===== config.mk =====
export PLATFORM = sky130hd
export DESIGN_NAME = gcd_lcm_unit_core
export DESIGN_NICKNAME = d
export VERILOG_FILES = /design/src/rtl/glu_pkg.sv /design/src/rtl/glu_divider.sv /design/src/rtl/glu_sequencer.sv /design/src/rtl/glu_datapath.sv /design/src/rtl/gcd_lcm_unit_core.sv
export SDC_FILE = /design/constraint.sdc
export NUM_CORES = 2
export LEC_CHECK = 0
export BUFFER_PORTS_ARGS = -buffer_cell sky130_fd_sc_hd__buf_4
export CAP_MARGIN = 30
export CORE_MARGIN = 3
export CORE_UTILIZATION = 55
export DETAILED_ROUTE_END_ITERATION = 7
export GPL_TIMING_DRIVEN = 1
export PLACE_DENSITY = 0.68
export SYNTH_ARGS = -nofsm -noshare
export SYNTH_HDL_FRONTEND = slang
export SYNTH_SLANG_ARGS = --single-unit

===== constraint.sdc =====
create_clock -name clk_i -period 19.3 [get_ports clk_i]
set_clock_uncertainty 0.05 [all_clocks]
set_input_delay 1.93 -clock clk_i [delete_from_list [all_inputs] [get_ports clk_i]]
set_output_delay 1.93 -clock clk_i [all_outputs]
set_load 0.02 [all_outputs]

===== src/rtl/glu_pkg.sv =====
`timescale 1ns / 1ps
// ----------------------------------------------------------------------------
// GCD/LCM unit package
// Shared widths, microcode encodings, control structs and the program store.
// ----------------------------------------------------------------------------
package glu_pkg;

  localparam int unsigned OperandWidth = 32;
  localparam int unsigned FieldWidth   = 32;
  localparam int unsigned ResultWidth  = 64;
  localparam int unsigned InDataWidth  = 2 * FieldWidth;
  localparam int unsigned ProdWidth    = 2 * OperandWidth;
  localparam int unsigned CountWidth   = $clog2(OperandWidth + 1);
  localparam int unsigned StepWidth    = 4;

  typedef enum logic [3:0] {
    OP_NOP,
    OP_DIV_EUCLID,
    OP_SHIFT,
    OP_DIV_LCM,
    OP_MUL,
    OP_SET_GCD,
    OP_SET_LCM,
    OP_SET_ERR,
    OP_EMIT
  } glu_op_e;

  typedef enum logic [2:0] {
    COND_NEVER,
    COND_ALWAYS,
    COND_NO_START,
    COND_B_ZERO,
    COND_DIV_BUSY,
    COND_REM_ZERO,
    COND_IS_GCD,
    COND_OUT_FULL
  } glu_cond_e;

  typedef struct packed {
    glu_op_e                op;
    glu_cond_e              cond;
    logic [StepWidth-1:0]   target;
  } glu_uword_t;

  typedef struct packed {
    logic    load;
    glu_op_e op;
  } glu_ctrl_t;

  typedef struct packed {
    logic b_zero;
    logic div_busy;
    logic rem_zero;
    logic is_gcd;
    logic out_full;
  } glu_status_t;

  localparam logic [StepWidth-1:0] STEP_IDLE     = 4'd0;
  localparam logic [StepWidth-1:0] STEP_CHECK    = 4'd1;
  localparam logic [StepWidth-1:0] STEP_EUCLID   = 4'd2;
  localparam logic [StepWidth-1:0] STEP_EWAIT    = 4'd3;
  localparam logic [StepWidth-1:0] STEP_RTEST    = 4'd4;
  localparam logic [StepWidth-1:0] STEP_SHIFT    = 4'd5;
  localparam logic [StepWidth-1:0] STEP_OPTEST   = 4'd6;
  localparam logic [StepWidth-1:0] STEP_LDIV     = 4'd7;
  localparam logic [StepWidth-1:0] STEP_LWAIT    = 4'd8;
  localparam logic [StepWidth-1:0] STEP_MUL      = 4'd9;
  localparam logic [StepWidth-1:0] STEP_SETGCD   = 4'd10;
  localparam logic [StepWidth-1:0] STEP_SETLCM   = 4'd11;
  localparam logic [StepWidth-1:0] STEP_OUTWAIT  = 4'd12;
  localparam logic [StepWidth-1:0] STEP_EMIT     = 4'd13;
  localparam logic [StepWidth-1:0] STEP_ERR      = 4'd14;

  function automatic glu_uword_t glu_rom(input logic [StepWidth-1:0] addr);
    glu_uword_t w;
    w = '{op: OP_NOP, cond: COND_ALWAYS, target: STEP_IDLE};
    case (addr)
      STEP_IDLE:    w = '{op: OP_NOP,        cond: COND_NO_START, target: STEP_IDLE};
      STEP_CHECK:   w = '{op: OP_NOP,        cond: COND_B_ZERO,   target: STEP_ERR};
      STEP_EUCLID:  w = '{op: OP_DIV_EUCLID, cond: COND_NEVER,    target: STEP_IDLE};
      STEP_EWAIT:   w = '{op: OP_NOP,        cond: COND_DIV_BUSY, target: STEP_EWAIT};
      STEP_RTEST:   w = '{op: OP_NOP,        cond: COND_REM_ZERO, target: STEP_OPTEST};
      STEP_SHIFT:   w = '{op: OP_SHIFT,      cond: COND_ALWAYS,   target: STEP_EUCLID};
      STEP_OPTEST:  w = '{op: OP_NOP,        cond: COND_IS_GCD,   target: STEP_SETGCD};
      STEP_LDIV:    w = '{op: OP_DIV_LCM,    cond: COND_NEVER,    target: STEP_IDLE};
      STEP_LWAIT:   w = '{op: OP_NOP,        cond: COND_DIV_BUSY, target: STEP_LWAIT};
      STEP_MUL:     w = '{op: OP_MUL,        cond: COND_ALWAYS,   target: STEP_SETLCM};
      STEP_SETGCD:  w = '{op: OP_SET_GCD,    cond: COND_ALWAYS,   target: STEP_OUTWAIT};
      STEP_SETLCM:  w = '{op: OP_SET_LCM,    cond: COND_NEVER,    target: STEP_IDLE};
      STEP_OUTWAIT: w = '{op: OP_NOP,        cond: COND_OUT_FULL, target: STEP_OUTWAIT};
      STEP_EMIT:    w = '{op: OP_EMIT,       cond: COND_ALWAYS,   target: STEP_IDLE};
      STEP_ERR:     w = '{op: OP_SET_ERR,    cond: COND_ALWAYS,   target: STEP_OUTWAIT};
      default:      w = '{op: OP_NOP,        cond: COND_ALWAYS,   target: STEP_IDLE};
    endcase
    return w;
  endfunction

endpackage


===== src/rtl/glu_divider.sv =====
`timescale 1ns / 1ps
// ----------------------------------------------------------------------------
// GCD/LCM unit divider
// Restoring unsigned divider producing one quotient bit per cycle.
// ----------------------------------------------------------------------------
module glu_divider (
  input  logic                               clk_i,
  input  logic                               rst_ni,
  input  logic                               start_i,
  input  logic [glu_pkg::OperandWidth-1:0]   dividend_i,
  input  logic [glu_pkg::OperandWidth-1:0]   divisor_i,
  output logic                               busy_o,
  output logic [glu_pkg::OperandWidth-1:0]   quotient_o,
  output logic [glu_pkg::OperandWidth-1:0]   remainder_o
);
  import glu_pkg::*;

  logic [CountWidth-1:0]   cnt_q, cnt_d;
  logic [OperandWidth-1:0] rem_q, rem_d;
  logic [OperandWidth-1:0] quo_q, quo_d;
  logic [OperandWidth-1:0] dsr_q, dsr_d;
  logic [OperandWidth:0]   trial;

  always_comb begin
    cnt_d = cnt_q;
    rem_d = rem_q;
    quo_d = quo_q;
    dsr_d = dsr_q;
    trial = {rem_q, quo_q[OperandWidth-1]} - {1'b0, dsr_q};
    if (start_i) begin
      cnt_d = CountWidth'(OperandWidth);
      rem_d = '0;
      quo_d = dividend_i;
      dsr_d = divisor_i;
    end else if (cnt_q != '0) begin
      cnt_d = cnt_q - 1'b1;
      if (!trial[OperandWidth]) begin
        rem_d = trial[OperandWidth-1:0];
        quo_d = {quo_q[OperandWidth-2:0], 1'b1};
      end else begin
        rem_d = {rem_q[OperandWidth-2:0], quo_q[OperandWidth-1]};
        quo_d = {quo_q[OperandWidth-2:0], 1'b0};
      end
    end
  end

  always_ff @(posedge clk_i or negedge rst_ni) begin
    if (!rst_ni) begin
      cnt_q <= '0;
    end else begin
      cnt_q <= cnt_d;
    end
  end

  always_ff @(posedge clk_i) begin
    rem_q <= rem_d;
    quo_q <= quo_d;
    dsr_q <= dsr_d;
  end

  assign busy_o      = (cnt_q != '0);
  assign quotient_o  = quo_q;
  assign remainder_o = rem_q;

endmodule


===== src/rtl/glu_sequencer.sv =====
`timescale 1ns / 1ps
// ----------------------------------------------------------------------------
// GCD/LCM unit sequencer
// Step counter over the microcode store with conditional jumps.
// ----------------------------------------------------------------------------
module glu_sequencer (
  input  logic                 clk_i,
  input  logic                 rst_ni,
  input  logic                 start_i,
  input  glu_pkg::glu_status_t status_i,
  output glu_pkg::glu_ctrl_t   ctrl_o,
  output logic                 ready_o
);
  import glu_pkg::*;

  logic [StepWidth-1:0] pc_q, pc_d;
  glu_uword_t           uword;
  logic                 take;

  always_comb begin
    uword = glu_rom(pc_q);
    case (uword.cond)
      COND_NEVER:    take = 1'b0;
      COND_ALWAYS:   take = 1'b1;
      COND_NO_START: take = !start_i;
      COND_B_ZERO:   take = status_i.b_zero;
      COND_DIV_BUSY: take = status_i.div_busy;
      COND_REM_ZERO: take = status_i.rem_zero;
      COND_IS_GCD:   take = status_i.is_gcd;
      COND_OUT_FULL: take = status_i.out_full;
      default:       take = 1'b1;
    endcase
    pc_d = take ? uword.target : pc_q + 1'b1;
  end

  always_ff @(posedge clk_i or negedge rst_ni) begin
    if (!rst_ni) begin
      pc_q <= STEP_IDLE;
    end else begin
      pc_q <= pc_d;
    end
  end

  assign ready_o     = (pc_q == STEP_IDLE);
  assign ctrl_o.load = (pc_q == STEP_IDLE) && start_i;
  assign ctrl_o.op   = uword.op;

endmodule


===== src/rtl/glu_datapath.sv =====
`timescale 1ns / 1ps
// ----------------------------------------------------------------------------
// GCD/LCM unit datapath
// Operand magnitudes and signs, shared divider, multiplier and output word.
// ----------------------------------------------------------------------------
module glu_datapath (
  input  logic                               clk_i,
  input  logic                               rst_ni,
  input  glu_pkg::glu_ctrl_t                 ctrl_i,
  input  logic                               opcode_i,
  input  logic [glu_pkg::InDataWidth-1:0]    operands_i,
  output glu_pkg::glu_status_t               status_o,
  output logic                               out_valid_o,
  input  logic                               out_ready_i,
  output logic [glu_pkg::ResultWidth-1:0]    result_o,
  output logic                               zero_divisor_o
);
  import glu_pkg::*;

  logic [OperandWidth-1:0] a_raw, b_raw, a_abs, b_abs;
  logic [OperandWidth-1:0] num_q, den_q, amag_q, bmag_q;
  logic                    num_neg_q, den_neg_q, aneg_q, bneg_q, lcm_q;
  logic [ProdWidth-1:0]    prod_q;
  logic [ResultWidth-1:0]  res_q, gcd_ext, prod_ext;
  logic                    err_q;
  logic                    div_start, div_busy;
  logic [OperandWidth-1:0] div_dividend, div_quot, div_rem;
  logic                    ovalid_q;
  logic [ResultWidth-1:0]  odata_q;
  logic                    ouser_q;

  assign a_raw = operands_i[OperandWidth-1:0];
  assign b_raw = operands_i[FieldWidth+OperandWidth-1:FieldWidth];
  assign a_abs = a_raw[OperandWidth-1] ? (~a_raw + 1'b1) : a_raw;
  assign b_abs = b_raw[OperandWidth-1] ? (~b_raw + 1'b1) : b_raw;

  assign div_start    = (ctrl_i.op == OP_DIV_EUCLID) || (ctrl_i.op == OP_DIV_LCM);
  assign div_dividend = (ctrl_i.op == OP_DIV_LCM) ? amag_q : num_q;

  glu_divider u_div (
    .clk_i       (clk_i),
    .rst_ni      (rst_ni),
    .start_i     (div_start),
    .dividend_i  (div_dividend),
    .divisor_i   (den_q),
    .busy_o      (div_busy),
    .quotient_o  (div_quot),
    .remainder_o (div_rem)
  );

  assign gcd_ext  = ResultWidth'(den_q);
  assign prod_ext = ResultWidth'(prod_q);

  always_ff @(posedge clk_i) begin
    if (ctrl_i.load) begin
      num_q     <= a_abs;
      num_neg_q <= a_raw[OperandWidth-1];
      den_q     <= b_abs;
      den_neg_q <= b_raw[OperandWidth-1];
      amag_q    <= a_abs;
      aneg_q    <= a_raw[OperandWidth-1];
      bmag_q    <= b_abs;
      bneg_q    <= b_raw[OperandWidth-1];
      lcm_q     <= opcode_i;
    end else begin
      case (ctrl_i.op)
        OP_SHIFT: begin
          num_q     <= den_q;
          num_neg_q <= den_neg_q;
          den_q     <= div_rem;
          den_neg_q <= num_neg_q;
        end
        OP_MUL: begin
          prod_q <= ProdWidth'(div_quot) * ProdWidth'(bmag_q);
        end
        OP_SET_GCD: begin
          res_q <= den_neg_q ? (ResultWidth'(0) - gcd_ext) : gcd_ext;
          err_q <= 1'b0;
        end
        OP_SET_LCM: begin
          res_q <= (aneg_q ^ bneg_q ^ den_neg_q) ? (ResultWidth'(0) - prod_ext) : prod_ext;
          err_q <= 1'b0;
        end
        OP_SET_ERR: begin
          res_q <= '0;
          err_q <= 1'b1;
        end
        default: begin
        end
      endcase
    end
  end

  always_ff @(posedge clk_i or negedge rst_ni) begin
    if (!rst_ni) begin
      ovalid_q <= 1'b0;
    end else if (ctrl_i.op == OP_EMIT) begin
      ovalid_q <= 1'b1;
    end else if (out_ready_i) begin
      ovalid_q <= 1'b0;
    end
  end

  always_ff @(posedge clk_i) begin
    if (ctrl_i.op == OP_EMIT) begin
      odata_q <= res_q;
      ouser_q <= err_q;
    end
  end

  assign status_o.b_zero   = (den_q == '0);
  assign status_o.div_busy = div_busy;
  assign status_o.rem_zero = (div_rem == '0);
  assign status_o.is_gcd   = !lcm_q;
  assign status_o.out_full = ovalid_q;

  assign out_valid_o    = ovalid_q;
  assign result_o       = odata_q;
  assign zero_divisor_o = ouser_q;

endmodule


===== src/rtl/gcd_lcm_unit_core.sv =====
`timescale 1ns / 1ps
// ----------------------------------------------------------------------------
// GCD/LCM unit core
// Signed Euclidean GCD, or LCM as (|a| / gcd) * |b| with the sign restored.
// ----------------------------------------------------------------------------
// One word is processed at a time; the next is accepted once the result has
// moved into the output register. A GCD word takes one division per Euclid
// step on the shared one-bit-per-cycle restoring divider; up to 45 steps are
// needed. LCM adds one more division and a multiply; a zero divisor is flagged
// without any division.
// Reset clears the step counter, the divider counter and the output valid.
module gcd_lcm_unit_core (
  input  logic                              clk_i,
  input  logic                              rst_ni,
  input  logic                              s_axis_tvalid,
  output logic                              s_axis_tready,
  input  logic [glu_pkg::InDataWidth-1:0]   s_axis_tdata,  // operand_a, operand_b
  input  logic                              s_axis_tuser,  // opcode
  output logic                              m_axis_tvalid,
  input  logic                              m_axis_tready,
  output logic [glu_pkg::ResultWidth-1:0]   m_axis_tdata,  // result
  output logic                              m_axis_tuser   // zero_divisor
);
  import glu_pkg::*;

  glu_ctrl_t   ctrl;
  glu_status_t status;

  glu_sequencer u_seq (
    .clk_i    (clk_i),
    .rst_ni   (rst_ni),
    .start_i  (s_axis_tvalid),
    .status_i (status),
    .ctrl_o   (ctrl),
    .ready_o  (s_axis_tready)
  );

  glu_datapath u_dp (
    .clk_i          (clk_i),
    .rst_ni         (rst_ni),
    .ctrl_i         (ctrl),
    .opcode_i       (s_axis_tuser),
    .operands_i     (s_axis_tdata),
    .status_o       (status),
    .out_valid_o    (m_axis_tvalid),
    .out_ready_i    (m_axis_tready),
    .result_o       (m_axis_tdata),
    .zero_divisor_o (m_axis_tuser)
  );

endmodule

Word level (Yosys, flattened, before mapping) --
Memory sizes are Yosys's and may differ from the RTL's. Index checks and enable logic that the tools add are counted.
Operators by class: bitwise logic cells 5, add/subtract/negate cells 7, mux-type cells 25, equality and inequality tests 15, divide/modulo/power cells 0, reductions and logical operators 18, $lt $le $gt $ge 0, $mul 1, shift-type cells 0
Operators with widths (count):
- $mux W32 | 10
- $pmux W64 S3 | 1
- $mux W64 | 2
- $add A32 B1 Y32 const B | 2
- $logic_not A32 Y1 | 2
- $mul A32 B32 Y64 | 1
- $not A32 Y32 | 2
- $sub A1 B64 Y64 const A | 1
- $sub A1 B32 Y33 const A | 1
- $sub A33 B32 Y33 | 1
- $eq A4 B3 Y1 const B | 4
- $eq A3 B3 Y1 const B | 4
- $mux W6 | 2
- $eq A4 B2 Y1 const B | 2
- $pmux W1 S8 | 1
- $reduce_bool A2 Y1 | 4
- $mux W1 | 7
- $eq A3 B2 Y1 const B | 2
- $reduce_and A2 Y1 | 3
- $reduce_bool A6 Y1 | 1
- $sub A6 B1 Y6 const B | 1
- $add A4 B1 Y4 const B | 1
- $eq A4 B1 Y1 const B | 1
- $eq A4 B4 Y1 const B | 1
- other kinds (12) | 14
Word-level totals: memories kept 1, latch bits 0, register bits after elaboration 434, RAM bits 0, word-level logic and storage cells 92, output and inout port bits 67, memory bits (read-only) 176
Memories:
- (name not given) | words 16, width 11, rd ports 1, clocked after memory_dff 0, wr ports 0, line glu_pkg.sv:77 | case (addr)

Depth between registers and ports, before layout --
An unclocked memory read counts as a cell.
word-level depth 5, depth in mapped cells 29, depth with buffers taken out 28

By module --
A second synthesis with hierarchy kept.
Second synthesis, totals: cells, all modules 5372, area total of the unflattened synthesis 54583.6 um^2
By module, submodules not included:
- glu_datapath | sequential area each 9844.4 um^2, times used 1, area an instance 48011.0 um^2, cells an instance 4695
- glu_divider | sequential area each 2712.6 um^2, times used 1, area an instance 5853.1 um^2, cells an instance 592
- glu_sequencer | sequential area each 100.1 um^2, times used 1, area an instance 719.4 um^2, cells an instance 85

Worst setup path before layout --
No wires, ideal clock.
path kind register to register, start register u_dp.u_div.quo_q[20], in the netlist u_dp.u_div.quotient_o[20], end register u_dp.prod_q[61], in the netlist u_dp.prod_ext[61] (data pin), data arrival time 7.312 ns, path buffers 2, required time 18.984 ns, stages on the path, launching flop included 27, period minus slack after synthesis 7.629 ns, path slack 11.671 ns, cells stage by stage edfxtp_1 > clkbuf_1 > and2_1 > fa_1 > fa_1 > inv_1 > fa_1 > fa_1 > inv_1 > fa_1 > fa_1 > fa_1 > inv_1 > fa_1 > inv_1 > ha_1 > clkbuf_1 > nand4_1 > or3_1 > or3_1 > a211oi_1 > o21bai_1 > o21ai_1 > a221oi_1 > o211ai_1 > a21o_1 > o211ai_1
Between the ends: cells in the longest elaborated chain, start to end 1
Ends and longest elaborated chain:
- start: declaration | line glu_divider.sv:20 | logic [OperandWidth-1:0] quo_q, quo_d;
- start signal: assignment | line glu_divider.sv:57 | quo_q <= quo_d;
- $mul A32 B32 Y64 | line glu_datapath.sv:74 | prod_q <= ProdWidth'(div_quot) * ProdWidth'(bmag_q);
- end signal: assignment | line glu_datapath.sv:74
- end: declaration | line glu_datapath.sv:23 | logic [ProdWidth-1:0] prod_q;
No other way between the ends. A chain may end at the register's enable or synchronous reset.

Worst setup path in the final report --
start register u_dp.u_div.quo_q[13], in the netlist u_dp.u_div.quotient_o[13], end register u_dp.prod_q[61], in the netlist u_dp.prod_ext[61] (data pin)
The elaborated chain is that of the path after synthesis.

==> flow_summary.toml <==
[status]
run_status = "complete, no violations"

[clock_tree]
clock_tree.buffer_depth = 3
cts.sink_count = 434
clockRootBuffer = "clkbuf_16"
ctsHtreeMaxLevel = 2
number_of_buffers_added_for_setup_after_cts = 0
cts_tree = "built"
clock_insertion_delay_worst_skew_ns = 0.62
cts-buffers-inserted = 46
hold_buffers = 0
cts.repair.resized = 0
clock_slew_at_the_register_clock_pins_of_the_worst_setup_and_hold_paths_ns = 0.07

[floorplan]
ioPinCount = 136
die-height_um = 318.8
start_util_pct = 55.57
die-width_um = 318.8
num_rows = 114
core_area_mm2 = 0.09685
fp.dieArea_mm2 = 0.1017

[routing]
drt_first_iter_violations = 3439
dr_total_vias = 39050
avgViaCountPerCell = 5.765
drt-wirelength-per-cell_um = 22.54
detail_route.first_pass.iterations = 6
drt_drc_violations_left = 0
remaining_antenna_violation_count_after_routing = 0
finalWirelength_um = 152700

[placed_design]
gpl_wtd_cong = 0.9238
detailedPlacementHpwl_um = 115700
placement.io_buffers = 135

[yosys]
synth_commonest_cells = "inv_1 (932), fa_1 (897), nand2_1 (787), and2_1 (592), edfxtp_1 (391)"
yosys.area.top_type = "fa_1"
synthCells = 5475
synth_area_leaders = "fa_1 (33%), edfxtp_1 (22%), ha_1 (7.1%)"
post_synth_num_cell_types = 71
yosysWarnings = 0
synth_area_mm2 = 0.05382
post_synthesis_register_bit_count = 434
synth.net_count = 6747
synth_sequential_area_ratio_pct = 23.52
synthArstFlopShare_pct = 2.535
synth_top_cell_area_share_pct = 33.36
synth.most_common_cell = "inv_1"
yosys_most_used_dff = "edfxtp_1"
postSynthAreaPerCell_um2 = 9.831
synth_enable_flop_cells = 391

[critical_path]
path_delay_family = "adder cells"
timing.critical_path.fanout_max = 21
timing.reg2reg.setup_slack_ns = 10.32
critical_path.n_buffers_inverters = 5
worst-endpoint-required_ns = 19.60
crit_path_top_delay_cell = "a311oi_1"
worstSetupPathType = "reg2reg"
crit_path_max_incr_delay_ns = 0.78
path_common_cell = "fa_1"
crit_arrival_ns = 9.29
nature_of_the_critical_path_endpoint = "register"
setup.worst_path.start_class = "register"

[sta]
achievable-frequency_ghz = 0.1113
layout_min_cycle_time_ns = 8.981
setup_viol_count_final = 0
timing_max_transition_violations_final = 0
max_slew.worst_pin.slew_ns = 0.9885
setup-tns-final_ns = 0
worst_slew_margin_rel_pct = 33.66
timing.final.crit_share_pct = 46.53
grt_setup_unrepaired = "no"
finalHoldViolCount = 0

[layout]
final_net_count = 6728
areaGrowthSynthToFinish_pct = 7.213
finish.utilization_pct = 59.58
share_of_final_layout_standard_cells_stronger_than_drive_strength_1_pct = 6.116

[min_path]
worst_hold_path_type = "reg2reg"

[grt]
antenna_found_initial = 11
wire_length_of_the_first_global_routing_pass_um = 239200
grt_usage_pct = 30.52
vias_in_the_first_global_route = 40460
grt_max_degree = 82
grt-ovfl-total = 0

[flow_run]
cap_viol_max_count = 0
==> metal layers <==
metal | vias up | GRT usage [%] | wire length [um]
met4 | 2 | 10.19 | 5775
met3 | 299 | 3.877 | 11850
met5 | - | 0 | 12
met1 | 19960 | 41.81 | 60840
li1 | 17130 | - | -
met2 | 1669 | 50.79 | 74210
==> worst register-to-register path: cells and delay by family (launching register included) <==
family	cells	cell delay [ns]
flip-flops	1	0.68
adder cells (fa/ha/maj)	9	4.23
AO/OA/AOI/OAI	10	2.94
AND/OR/NAND/NOR	1	0.23
buffers and inverters	5	0.59
==> registers in the layout (all words and copies together), names as in the netlist, 4 cells and up <==
| name | flops |
|---|---|
| u_dp.res_q | 64 |
| u_dp.den_q | 32 |
| u_dp.u_div.cnt_q | 6 |
| u_seq.pc_q | 4 |
| u_dp.num_q | 32 |
| u_dp.result_o | 64 |
| u_dp.bmag_q | 32 |
| u_dp.amag_q | 32 |
| u_dp.u_div.remainder_o | 32 |
| u_dp.u_div.dsr_q | 32 |
| u_dp.prod_ext | 64 |
| u_dp.u_div.quotient_o | 32 |
==> path summary, 6_finish.rpt <==
check	from	end	cells after the start
setup / recovery	u_dp.u_div.quotient_o[13]	u_dp.prod_ext[61]	25
hold / removal	u_dp.res_q[14]	u_dp.result_o[14]	0
setup reg to reg	u_dp.u_div.quotient_o[13]	u_dp.prod_ext[61]	25
hold reg to reg	u_dp.res_q[14]	u_dp.result_o[14]	0
max in group asynchronous	rst_ni	u_dp.u_div.cnt_q[5]	1
min in group asynchronous	rst_ni	u_dp.out_valid_o	1
==> area by class of cell <==
type	instances	area (um^2)
clock buffer	55	1185
sequential	434	12660
timing repair buffer	219	1692
inverter	935	3513
antenna	4	10.01
clock inverter	31	402.9
multi-input combinational	3820	36650
tap	1276	1597
fill	8274	39140
==> cells by family (layout without fill, tap and decap cells) <==
logic type                 after synthesis  in the layout  share of synthesized area, %
DFF                                    434            434                         23.52
xor gates and xnor gates               245            245                         3.987
other                                    0              4                             0
and+or+nand+nor                       1723           1723                         15.77
buffers and inverters                 1221           1240                         8.520
adders and majority gates             1203           1203                         40.48
muxes                                   44             44                        0.8601
AOI/OAI and AO/OA                      605            605                         6.867
==> placed cells by master (no fill, tap or decap), types with 9 or more instances in the layout <==
cell type    n
clkinv_2    10
and3_1      16
clkbuf_16   46
fa_1       897
inv_1      932
nor4_1      30
a31oi_1     51
o21ai_0    158
a211oi_1    13
o41ai_1     17
o211ai_1    10
or4_1       18
o31ai_1     36
buf_4      216
ha_1       306
nor2_1     133
nand2_1    786
a21oi_1    158
mux2i_1     32
or2_2       10
dfrtp_1     11
dfxtp_1     32
edfxtp_1   391
o21ai_1     18
xor2_1     101
and2_1     592
or3_1       19
nor3_1      23
clkbuf_1     9
a21o_1      30
mux2_2      10
nand4_1     21
nand2b_1    15
o22ai_1     36
o21bai_1    17
xnor2_1    141
nand3_1     23
nor2b_1     10
o21a_1      15
==> through the flow <==
stage                     setup slack [ns]  instance area [um^2]  hold WS [ns]  instances
after detailed placement             10.45                 56110        0.3545       6684
final                                10.32                 57710        0.3338       6774
after floorplan                      11.67                 53820        0.3503       5475
after global routing                 9.948                 57710        0.3597       6774
after CTS                            10.39                 57700        0.3409       6770
after global placement               10.34                 56040        0.3514       6681
Power is left out: the tool's default activity adds up to more than one toggle a clock period on the data nets, which glitch-free logic cannot reach.
